File: config.mk
export PLATFORM = sky130hd
export DESIGN_NAME = fifo_free_id_allocator
export DESIGN_NICKNAME = d
export VERILOG_FILES = /design/src/rtl/ffia_pkg.sv /design/src/rtl/ffia_ctrl.sv /design/src/rtl/ffia_dpath.sv /design/src/rtl/fifo_free_id_allocator.sv
export SDC_FILE = /design/constraint.sdc
export NUM_CORES = 2
export LEC_CHECK = 0
export ABC_AREA = 1
export BUFFER_PORTS_ARGS = -buffer_cell sky130_fd_sc_hd__buf_2
export CORE_UTILIZATION = 45
export DETAILED_ROUTE_END_ITERATION = 12
export GPL_TIMING_DRIVEN = 0
export HOLD_SLACK_MARGIN = 0.02
export PLACE_DENSITY_LB_ADDON = 0.15
export SYNTH_ARGS = -nofsm -noshare
export SYNTH_HDL_FRONTEND = slang
export SYNTH_HIERARCHICAL = 1
export SYNTH_SLANG_ARGS = --single-unit
File: constraint.sdc
create_clock -name clk -period 15.6 [get_ports clk]
set_input_delay 3.12 -clock clk [delete_from_list [all_inputs] [get_ports clk]]
set_output_delay 3.12 -clock clk [all_outputs]
set_load 0.01 [all_outputs]
File: src/rtl/ffia_pkg.sv
// ----------------------------------------------------------------------------
// ffia_pkg
// Shared types and constants for the fifo free id allocator.
// ----------------------------------------------------------------------------
package ffia_pkg;

  // pool capacity and field widths
  localparam int unsigned MAX_IDS = 256;
  localparam int unsigned ID_W    = $clog2(MAX_IDS);
  localparam int unsigned CNT_W   = $clog2(MAX_IDS + 1);

  localparam logic [CNT_W-1:0] MAX_CNT       = CNT_W'(MAX_IDS);
  localparam logic [CNT_W-1:0] INIT_SIZE_RST = CNT_W'(200);

  typedef enum logic [1:0] {
    OP_ALLOC = 2'd0,
    OP_FREE  = 2'd1,
    OP_GROW  = 2'd2,
    OP_NONE  = 2'd3
  } opcode_t;

  typedef enum logic [1:0] {
    ST_OK        = 2'd0,
    ST_EMPTY     = 2'd1,
    ST_NOT_ALLOC = 2'd2,
    ST_BAD_GROW  = 2'd3
  } status_t;

  // controller to datapath
  typedef struct packed {
    logic load;       // capture input word
    logic init;       // clear pointers, counts and the map clearing counter
    logic exec;       // commit a one-step operation and emit its result
    logic push;       // append the next id of a fill or grow
    logic clear;      // clear the next allocation map entry
    logic emit_grow;  // emit the result of a finished grow
  } ffia_cmd_t;

  // datapath to controller
  typedef struct packed {
    logic grow_ok;    // captured word is a legal grow
    logic grow_done;  // pool size reached the fill or grow target
    logic clr_done;   // every allocation map entry has been cleared
  } ffia_sts_t;

endpackage

File: src/rtl/ffia_ctrl.sv
// ----------------------------------------------------------------------------
// ffia_ctrl
// Sequencer: start fill, single-step operations and walking grows.
// ----------------------------------------------------------------------------
module ffia_ctrl (
  input  logic                clk,
  input  logic                rst_n,
  input  logic                start,
  input  logic                cfg_wr_en,
  input  ffia_pkg::ffia_sts_t sts,
  output ffia_pkg::ffia_cmd_t cmd,
  output logic                busy
);

  typedef enum logic [4:0] {
    S_INIT = 5'b00001,
    S_FILL = 5'b00010,
    S_IDLE = 5'b00100,
    S_EXEC = 5'b01000,
    S_GROW = 5'b10000
  } state_t;

  state_t state_r;
  state_t state_nxt;

  // a register write restarts the pool and blocks a start in the same cycle
  assign busy = (state_r != S_IDLE) || cfg_wr_en;

  always_comb begin
    state_nxt = state_r;
    cmd       = '0;
    unique case (state_r)
      S_INIT: begin
        cmd.init  = 1'b1;
        state_nxt = S_FILL;
      end
      S_FILL: begin
        // ring refill runs alongside the full allocation map clear
        if (sts.grow_done && sts.clr_done) begin
          state_nxt = S_IDLE;
        end else begin
          cmd.push  = !sts.grow_done;
          cmd.clear = !sts.clr_done;
        end
      end
      S_IDLE: begin
        if (start && !busy) begin
          cmd.load  = 1'b1;
          state_nxt = S_EXEC;
        end
      end
      S_EXEC: begin
        if (sts.grow_ok) begin
          state_nxt = S_GROW;
        end else begin
          cmd.exec  = 1'b1;
          state_nxt = S_IDLE;
        end
      end
      S_GROW: begin
        if (sts.grow_done) begin
          cmd.emit_grow = 1'b1;
          state_nxt     = S_IDLE;
        end else begin
          cmd.push = 1'b1;
        end
      end
      default: state_nxt = S_INIT;
    endcase
    if (cfg_wr_en) begin
      state_nxt = S_INIT;
    end
  end

  always_ff @(posedge clk) begin
    if (!rst_n) begin
      state_r <= S_INIT;
    end else begin
      state_r <= state_nxt;
    end
  end

endmodule

File: src/rtl/ffia_dpath.sv
// ----------------------------------------------------------------------------
// ffia_dpath
// Free ring memory, pointers, counters, allocation map and result register.
// ----------------------------------------------------------------------------
module ffia_dpath (
  input  logic                             clk,
  input  logic                             rst_n,
  input  logic                             cfg_wr_en,
  input  logic [ffia_pkg::CNT_W-1:0]       cfg_wr_data,
  input  logic [1:0]                       in_opcode,
  input  logic [ffia_pkg::ID_W-1:0]        in_index,
  input  logic [ffia_pkg::CNT_W-1:0]       in_new_size,
  input  ffia_pkg::ffia_cmd_t              cmd,
  output ffia_pkg::ffia_sts_t              sts,
  output logic                             out_valid,
  output logic [ffia_pkg::ID_W-1:0]        out_granted_id,
  output logic [1:0]                       out_status,
  output logic [ffia_pkg::CNT_W-1:0]       out_free_count,
  output logic [ffia_pkg::CNT_W-1:0]       out_pool_size
);

  localparam int unsigned IW = ffia_pkg::ID_W;
  localparam int unsigned CW = ffia_pkg::CNT_W;

  logic [IW-1:0] ring_mem [ffia_pkg::MAX_IDS];
  logic [IW-1:0] rd_data_r;
  logic          map_mem  [ffia_pkg::MAX_IDS];
  logic          map_rd_r;

  logic [CW-1:0]         init_size_r;
  ffia_pkg::opcode_t     op_r;
  logic [IW-1:0]         idx_r;
  logic [CW-1:0]         nsize_r;
  logic [IW-1:0]         head_r, head_nxt;
  logic [IW-1:0]         tail_r, tail_nxt;
  logic [CW-1:0]         free_r, free_nxt;
  logic [CW-1:0]         size_r, size_nxt;
  logic [CW-1:0]         target_r, target_nxt;
  logic [CW-1:0]         clr_r, clr_nxt;

  logic                  valid_r, valid_nxt;
  logic [IW-1:0]         granted_r, granted_nxt;
  ffia_pkg::status_t     status_r, status_nxt;
  logic [CW-1:0]         fcnt_r, fcnt_nxt;
  logic [CW-1:0]         psize_r, psize_nxt;

  logic                  mem_we;
  logic [IW-1:0]         mem_wd;
  logic                  map_we;
  logic [IW-1:0]         map_wa;
  logic                  map_wd;
  logic [CW-1:0]         sat_init;
  logic                  free_ok;
  logic                  grow_legal;

  // sizes above capacity saturate
  assign sat_init   = (init_size_r > ffia_pkg::MAX_CNT) ? ffia_pkg::MAX_CNT : init_size_r;
  assign free_ok    = map_rd_r && (free_r < ffia_pkg::MAX_CNT);
  assign grow_legal = (nsize_r >= size_r) && (nsize_r <= ffia_pkg::MAX_CNT);

  assign sts.grow_ok   = (op_r == ffia_pkg::OP_GROW) && grow_legal;
  assign sts.grow_done = (size_r == target_r);
  assign sts.clr_done  = (clr_r == ffia_pkg::MAX_CNT);

  always_comb begin
    head_nxt    = head_r;
    tail_nxt    = tail_r;
    free_nxt    = free_r;
    size_nxt    = size_r;
    target_nxt  = target_r;
    clr_nxt     = clr_r;
    valid_nxt   = 1'b0;
    granted_nxt = granted_r;
    status_nxt  = status_r;
    fcnt_nxt    = fcnt_r;
    psize_nxt   = psize_r;
    mem_we      = 1'b0;
    mem_wd      = size_r[IW-1:0];
    map_we      = 1'b0;
    map_wa      = clr_r[IW-1:0];
    map_wd      = 1'b0;

    if (cmd.load) begin
      target_nxt = in_new_size;
    end

    if (cmd.init) begin
      head_nxt   = '0;
      tail_nxt   = '0;
      free_nxt   = '0;
      size_nxt   = '0;
      clr_nxt    = '0;
      target_nxt = sat_init;
    end

    if (cmd.push) begin
      mem_we   = 1'b1;
      mem_wd   = size_r[IW-1:0];
      tail_nxt = tail_r + 1'b1;
      free_nxt = free_r + 1'b1;
      size_nxt = size_r + 1'b1;
    end

    // one map entry cleared per cycle during a restart
    if (cmd.clear) begin
      map_we  = 1'b1;
      map_wa  = clr_r[IW-1:0];
      map_wd  = 1'b0;
      clr_nxt = clr_r + 1'b1;
    end

    if (cmd.exec) begin
      granted_nxt = '0;
      status_nxt  = ffia_pkg::ST_OK;
      unique case (op_r)
        ffia_pkg::OP_ALLOC: begin
          if (free_r == '0) begin
            status_nxt = ffia_pkg::ST_EMPTY;
          end else begin
            granted_nxt = rd_data_r;
            head_nxt    = head_r + 1'b1;
            free_nxt    = free_r - 1'b1;
            map_we      = 1'b1;
            map_wa      = rd_data_r;
            map_wd      = 1'b1;
          end
        end
        ffia_pkg::OP_FREE: begin
          if (free_ok) begin
            map_we   = 1'b1;
            map_wa   = idx_r;
            map_wd   = 1'b0;
            mem_we   = 1'b1;
            mem_wd   = idx_r;
            tail_nxt = tail_r + 1'b1;
            free_nxt = free_r + 1'b1;
          end else begin
            status_nxt = ffia_pkg::ST_NOT_ALLOC;
          end
        end
        // legal grows go through the walk, only rejected ones land here
        ffia_pkg::OP_GROW: status_nxt = ffia_pkg::ST_BAD_GROW;
        ffia_pkg::OP_NONE: status_nxt = ffia_pkg::ST_OK;
      endcase
      valid_nxt = 1'b1;
      fcnt_nxt  = free_nxt;
      psize_nxt = size_r;
    end

    if (cmd.emit_grow) begin
      valid_nxt   = 1'b1;
      granted_nxt = '0;
      status_nxt  = ffia_pkg::ST_OK;
      fcnt_nxt    = free_r;
      psize_nxt   = size_r;
    end
  end

  // ring memory: one write port at the tail, registered read at the head
  always_ff @(posedge clk) begin
    if (mem_we) begin
      ring_mem[tail_r] <= mem_wd;
    end
    rd_data_r <= ring_mem[head_r];
  end

  // allocation map: one write port, registered read of the incoming index
  always_ff @(posedge clk) begin
    if (map_we) begin
      map_mem[map_wa] <= map_wd;
    end
    if (cmd.load) begin
      map_rd_r <= map_mem[in_index];
    end
  end

  always_ff @(posedge clk) begin
    if (!rst_n) begin
      init_size_r <= ffia_pkg::INIT_SIZE_RST;
      head_r      <= '0;
      tail_r      <= '0;
      free_r      <= '0;
      size_r      <= '0;
      target_r    <= '0;
      clr_r       <= '0;
      valid_r     <= 1'b0;
    end else begin
      if (cfg_wr_en) begin
        init_size_r <= cfg_wr_data;
      end
      head_r   <= head_nxt;
      tail_r   <= tail_nxt;
      free_r   <= free_nxt;
      size_r   <= size_nxt;
      target_r <= target_nxt;
      clr_r    <= clr_nxt;
      valid_r  <= valid_nxt;
    end
  end

  always_ff @(posedge clk) begin
    if (cmd.load) begin
      op_r    <= ffia_pkg::opcode_t'(in_opcode);
      idx_r   <= in_index;
      nsize_r <= in_new_size;
    end
    granted_r <= granted_nxt;
    status_r  <= status_nxt;
    fcnt_r    <= fcnt_nxt;
    psize_r   <= psize_nxt;
  end

  assign out_valid      = valid_r;
  assign out_granted_id = granted_r;
  assign out_status     = status_r;
  assign out_free_count = fcnt_r;
  assign out_pool_size  = psize_r;

endmodule

File: src/rtl/fifo_free_id_allocator.sv
// ----------------------------------------------------------------------------
// fifo_free_id_allocator
// Hands out ids from a first-in first-out ring of free ids.
// ----------------------------------------------------------------------------
// sequencing: allocate, free and unused ops pass through the EXEC state and
//   show a registered out_valid; a grow walks the GROW state, one ring write per new id
// throughput: a new word waits until the last one is done, set by the registered
//   ring and map reads; grow is bound by the single ring write port
// reset and cfg write: busy through the INIT and FILL states while the allocation map
//   is cleared one entry a cycle and the ring refills alongside; no result stall
// ----------------------------------------------------------------------------
module fifo_free_id_allocator (
  input  logic                        clk,
  input  logic                        rst_n,
  // configuration: initial pool size, write restarts the pool
  input  logic                        cfg_wr_en,
  input  logic [ffia_pkg::CNT_W-1:0]  cfg_wr_data,
  // command word
  input  logic                        start,
  output logic                        busy,
  input  logic [1:0]                  in_opcode,
  input  logic [ffia_pkg::ID_W-1:0]   in_index,
  input  logic [ffia_pkg::CNT_W-1:0]  in_new_size,
  // result word, valid for exactly one cycle
  output logic                        out_valid,
  output logic [ffia_pkg::ID_W-1:0]   out_granted_id,
  output logic [1:0]                  out_status,
  output logic [ffia_pkg::CNT_W-1:0]  out_free_count,
  output logic [ffia_pkg::CNT_W-1:0]  out_pool_size
);

  // command and status between sequencer and datapath
  ffia_pkg::ffia_cmd_t cmd;
  ffia_pkg::ffia_sts_t sts;

  // sequencer: init, fill walk, idle, single-step execute, grow walk
  ffia_ctrl u_ctrl (
    .clk       (clk),
    .rst_n     (rst_n),
    .start     (start),
    .cfg_wr_en (cfg_wr_en),
    .sts       (sts),
    .cmd       (cmd),
    .busy      (busy)
  );

  // ring memory, head/tail pointers, free count, pool size and allocation map
  ffia_dpath u_dpath (
    .clk            (clk),
    .rst_n          (rst_n),
    .cfg_wr_en      (cfg_wr_en),
    .cfg_wr_data    (cfg_wr_data),
    .in_opcode      (in_opcode),
    .in_index       (in_index),
    .in_new_size    (in_new_size),
    .cmd            (cmd),
    .sts            (sts),
    .out_valid      (out_valid),
    .out_granted_id (out_granted_id),
    .out_status     (out_status),
    .out_free_count (out_free_count),
    .out_pool_size  (out_pool_size)
  );

endmodule

-- Yosys cells after proc, flatten, opt, wreduce, memory -nomap -nowiden
Memory sizes are Yosys's and may differ from the RTL's. A register that Yosys moved wholly into a read port is not among the register bits.
Index checks and enable logic that the tools add are counted.
- $add $sub $neg: 6
- $mul: 0
- divide/modulo/power cells: 0
- order comparisons: 4
- eq/ne operators: 14
- shifts and indexed selects: 0
- mux-type cells: 71
- bitwise operators: 1
- reductions and logical operators: 17
- operators by type and width (kind ; number):
    2-to-1 mux 8 bit ; 17
    2-to-1 mux 9 bit ; 15
    adder 9 x 1 -> 9 bit (second input constant) ; 3
    2-to-1 mux 1 bit ; 27
    case mux 5 bit (5 select lines) ; 1
    2-to-1 mux 5 bit ; 4
    case mux 9 bit (2 select lines) ; 1
    adder 8 x 1 -> 8 bit (second input constant) ; 2
    case mux 8 bit (2 select lines) ; 1
    == test 9 bit ; 1
    == test 9 bit (second input constant) ; 1
    >= comparator 9 bit ; 1
    greater-than comparator 9 bit (second input constant) ; 1
    <= comparator 9 bit (second input constant) ; 1
    logical NOT 9 bit ; 1
    less-than comparator 9 bit (second input constant) ; 1
    subtractor 9 x 1 -> 9 bit (second input constant) ; 1
    case mux 2 bit (4 select lines) ; 1
    nonzero test 2 bit ; 4
    != test 2 x 1 -> 1 bit (second input constant) ; 3
    == test 5 x 1 -> 1 bit (second input constant) ; 1
    == test 5 x 2 -> 1 bit (second input constant) ; 1
    == test 5 x 3 -> 1 bit (second input constant) ; 1
    == test 5 x 4 -> 1 bit (second input constant) ; 1
    13 further kinds ; 22
- flip-flop bits (word level): 114
- bits in latches: 0
- bits in writable memories: 2304
- ROM bits: 0
- input port bits: 32
- logic and storage cells: 131
- memories: 2
- memories (name ; depth ; bits a word ; read ports ; clocked after Yosys merged registers in ; wr ports ; RTL line ; source):
    u_dpath.ring_mem ; 256 ; 8 ; 1 ; 1 ; 1 ; ffia_dpath.sv:25 ; logic [IW-1:0] ring_mem [ffia_pkg::MAX_IDS];
    u_dpath.map_mem ; 256 ; 1 ; 1 ; 1 ; 1 ; ffia_dpath.sv:27 ; logic map_mem [ffia_pkg::MAX_IDS];

-- Depth between registers and ports, before layout
- depth in word-level cells: 10
- mapped depth: 22
- mapped depth without buffers: 19

-- By module
Netlist, hierarchy kept.
- modules (own cells, without submodules) (module ; times used ; cells each ; area each (µm²)):
    ffia_dpath ; 1 ; 9058 ; 100660.3
    ffia_ctrl ; 1 ; 54 ; 370.4

-- Least setup slack after synthesis
No wires, ideal clock.
- path type: register -> register
- start: reg u_dpath.size_r[6]
- end: mem u_dpath/ring_mem[0][1] (netlist name) (data pin)
- setup time: 2.187 ns
- arrival: 11.873 ns
- required time: 13.413 ns
- setup slack: 1.540 ns
- cell stages (with the launch flop): 17
- buffers on the path: 2
- path through: dfxtp_1 -> inv_1 -> ha_1 -> nand2_1 -> nor2_1 -> nand3b_1 -> o2111ai_1 -> o211ai_1 -> inv_1 -> inv_1 -> nand4_1 -> inv_1 -> clkbuf_1 -> nand2_1 -> inv_2 -> buf_2 -> o21ai_0
- RTL lines (what ; RTL line ; source):
    start: declaration ; ffia_dpath.sv:37 ; logic [CW-1:0] size_r, size_nxt;
    start signal: assignment ; ffia_dpath.sv:194 ; size_r <= size_nxt;
    end: declaration ; ffia_dpath.sv:25 ;

-- Final worst setup path
- start: in cfg_wr_en
- end: out busy
- word-level cells in the longest chain between the ends: 1
- RTL lines (what ; RTL line ; source):
    start: declaration ; fifo_free_id_allocator.sv:16 ; input logic cfg_wr_en,
    logical OR 1 bit ; ffia_ctrl.sv:27 ; assign busy = (state_r != S_IDLE) || cfg_wr_en;
    end: declaration ; fifo_free_id_allocator.sv:20 ; output logic busy,
Every way passes these cells.

==> run_results.csv <==
group,metric,value,unit
worst_setup_path,crit_arrival,3610,ps
floorplan,rows,173,
global_routing,antenna_found_initial,31,
sta,hold_violations,0,
run_status,violations,"capacitance limit, slew limit",
yosys,yosysWarnings,6,
clock_tree,post-cts-setup-buffers,0,
layout,area_growth,14.1,%
clock_tree,cts_root_buf,"clkbuf_16",
clock_tree,ctsHoldBuffers,0,
yosys,avgSynthCellArea,11.1,um^2
routing,vias,79100,
floorplan,initial_utilization,0.454,
clock_tree,clk_pin_slew,60,ps
run,cap_violations,29,
clock_tree,cts_buffers,282,
layout,largest_reg_flops,2048,
routing,first_pass_iters,8,
sta,grt_setup_unrepaired,"false",
layout,post_route_cells_drive_above_1_share,0.0741,
placed_design,port_buffers,61,
worst_setup_path,cp-start-kind,"primary input",
layout,fin_nets,9583,
worst_setup_path,worstPathRequired,12480,ps
sta,max_freq,149,MHz
routing,postRouteWirelength,454,mm
routing,vias_per_cell,6.22,
sta,max_slew_margin,-0.0796,
global_routing,grt_max_degree,147,
power_and_ir_drop,p_sw,0.00274,W
power_and_ir_drop,p_leak,39.1,nW
routing,drc,0,
clock_tree,clk_latency,960,ps
floorplan,die_w,476,um
power_and_ir_drop,vdd_drop_max,115,uV
min_path,hp-class,"reg2reg",
global_routing,grt_overflow,0,
clock_tree,cts_resized,0,
clock_tree,cts_max_level,5,
yosys,syn-num-nets,9163,
worst_setup_path,cp-end-kind,"output pin",
global_routing,grt_pass1_wl,599,mm
power_and_ir_drop,power_frac_seq,0.525,
yosys,ys_ff_latch,2427,
global_routing,grt_usage,0.396,
yosys,synthDistinctLibCells,50,
power_and_ir_drop,p_int,0.0107,W
sta,fin_crit_sh,0.431,
yosys,syn_inst,9112,
run_status,status,"finished, violations left",
clock_tree,clock-sinks,2427,
power_and_ir_drop,p_per_area,117,nW/um^2
yosys,synth_seq_area_share,0.713,
routing,drtIter0Drc,14500,
clock_tree,cts_tree,"built",
routing,wire_per_inst,35.7,um
routing,detail-route-antenna-nets,0,
floorplan,floorplan.core_area,223000,um^2
sta,tightest_slew,1620,ps
sta,finalMaxSlewViolations,237,
yosys,synth_area,101000,um^2
worst_setup_path,crit_type,"in2out",
layout,regMostFlops,"u_dpath/ring_mem",
floorplan,die_y,476,um
sta,setup_viol,0,
power_and_ir_drop,netSwitchingFraction,0.204,
placed_design,dp_slack,8900,ps
layout,reg.largest.list,"u_dpath/ring_mem: 2048 flops, u_dpath/map_mem: 256 flops",
sta,min_period,6730,ps
placed_design,place_congestion,1.05,
floorplan,pin_count,62,
worst_setup_path,path_max_fanout,3,
global_routing,grt_pass1_vias,70900,
power_and_ir_drop,clkPwrFrac,0.465,
sta,setup_tns,0,ps
sta,fin_skew,59.4,ps
power_and_ir_drop,combPwrFrac,0.010,
placed_design,hpwl,322,mm
floorplan,die_area,226000,um^2
sta,layout_setup_ws,8870,ps
clock_tree,clk_path_buf_depth,4,
-- cell families after synthesis --
group / after synthesis / share of synthesized area
AND/OR/NAND/NOR: 4537 / 0.183
buffers and inverters: 803 / 0.0315
XOR/XNOR: 16 / 0.00139
adder cells (fa/ha/maj): 19 / 0.00235
flip-flops: 2427 / 0.713
AO/OA/AOI/OAI: 1310 / 0.0692
-- worst max-delay path, stage by stage --
cell	delay (ps)
buf_2	140
inv_1	100
nand2_1	100
buf_2	160
-- cell usage after synthesis, drive strengths merged --
master,instances,area [um^2]
a211oi,4,30.0
a21oi,142,711
a221oi,3,26.3
a22oi,5,37.5
a311oi,2,17.5
a31oi,17,106
and2b,4,40.0
buf,147,716
clkbuf,421,1580
clkinv,7,27.5
dfxtp,85,1700
edfxtp,2342,70300
ha,19,238
inv,228,856
nand2,1708,6510
nand3,725,3790
nand3b,1,7.51
nand4,9,56.3
nor2,2053,7830
nor3,19,100
nor3b,2,15.0
nor4,9,56.3
o2111ai,1,8.76
o211ai,115,863
o21a,2,15.0
o21ai,968,4850
o21bai,1,7.51
o221ai,1,8.76
o22ai,46,288
o311a,2,20.0
o31ai,1,7.51
or2,7,46.3
xnor2,3,26.3
xor2,13,114
-- layout make-up --
class / count / area, um^2
tap: 2975 / 3720
buffer: 568 / 2320
timing repair buffer: 136 / 1800
multi-input combinational: 5882 / 26000
inverter: 235 / 883
sequential: 2427 / 72000
antenna: 26 / 65.1
clock inverter: 116 / 911
clock buffer: 352 / 7530
fill: 19700 / 107000
-- power by group through the flow --
stage               sequential, W  combinational (W)  clock (W)
floorplan                 0.00719          0.0000753          0
finish                    0.00705           0.000136    0.00626
global route              0.00705           0.000146    0.00653
global placement          0.00719           0.000130          0
detailed placement        0.00719           0.000133          0
CTS                       0.00705           0.000133    0.00629
-- placed cells by master (no fill, tap or decap), types with 50 or more instances in the layout --
cell type | Yosys | layout
edfxtp_1 | 2342 | 2342
nor2_1 | 2037 | 2015
nand2_1 | 1687 | 1686
o21ai_0 | 966 | 959
nand3_1 | 696 | 696
clkbuf_1 | 421 | 465
clkbuf_16 | 0 | 290
inv_1 | 216 | 216
a21oi_1 | 142 | 142
buf_2 | 68 | 130
o211ai_1 | 115 | 115
dfxtp_1 | 85 | 85
buf_1 | 68 | 65
clkinv_1 | 6 | 53
buf_12 | 0 | 50
-- stage by stage --
stage          hold WS [ps]  total power (W)  instance area, um^2  instances   util
2_1_floorplan           430          0.00726               101000       9112      -
3_3_place_gp            443          0.00732               105000      12100  0.472
3_5_place_dp            447          0.00732               107000      12200  0.479
4_1_cts                 461           0.0135               115000      12700  0.517
5_1_grt                 484           0.0137               115000      12700  0.517
6_report                457           0.0134               115000      12700  0.517
-- final timing paths --
check,slack [ps],cells after the start,to,start
max,8870,4,busy,cfg_wr_en
min,460,2,u_dpath/out_granted_id[0],u_dpath/out_granted_id[0]
max reg2reg,8900,18,u_dpath/ring_mem[175][1],u_dpath/size_r[4]
min reg2reg,460,2,u_dpath/out_granted_id[0],u_dpath/out_granted_id[0]
-- layer usage --
layer,GRT usage,vias to the layer above,share of wire
li1,-,32500,-
met1,0.526,39100,0.37
met2,0.570,6170,0.42
met3,0.103,1300,0.13
met4,0.264,10,0.080
met5,0,-,0.00025
(Power assumes the default switching activity.)
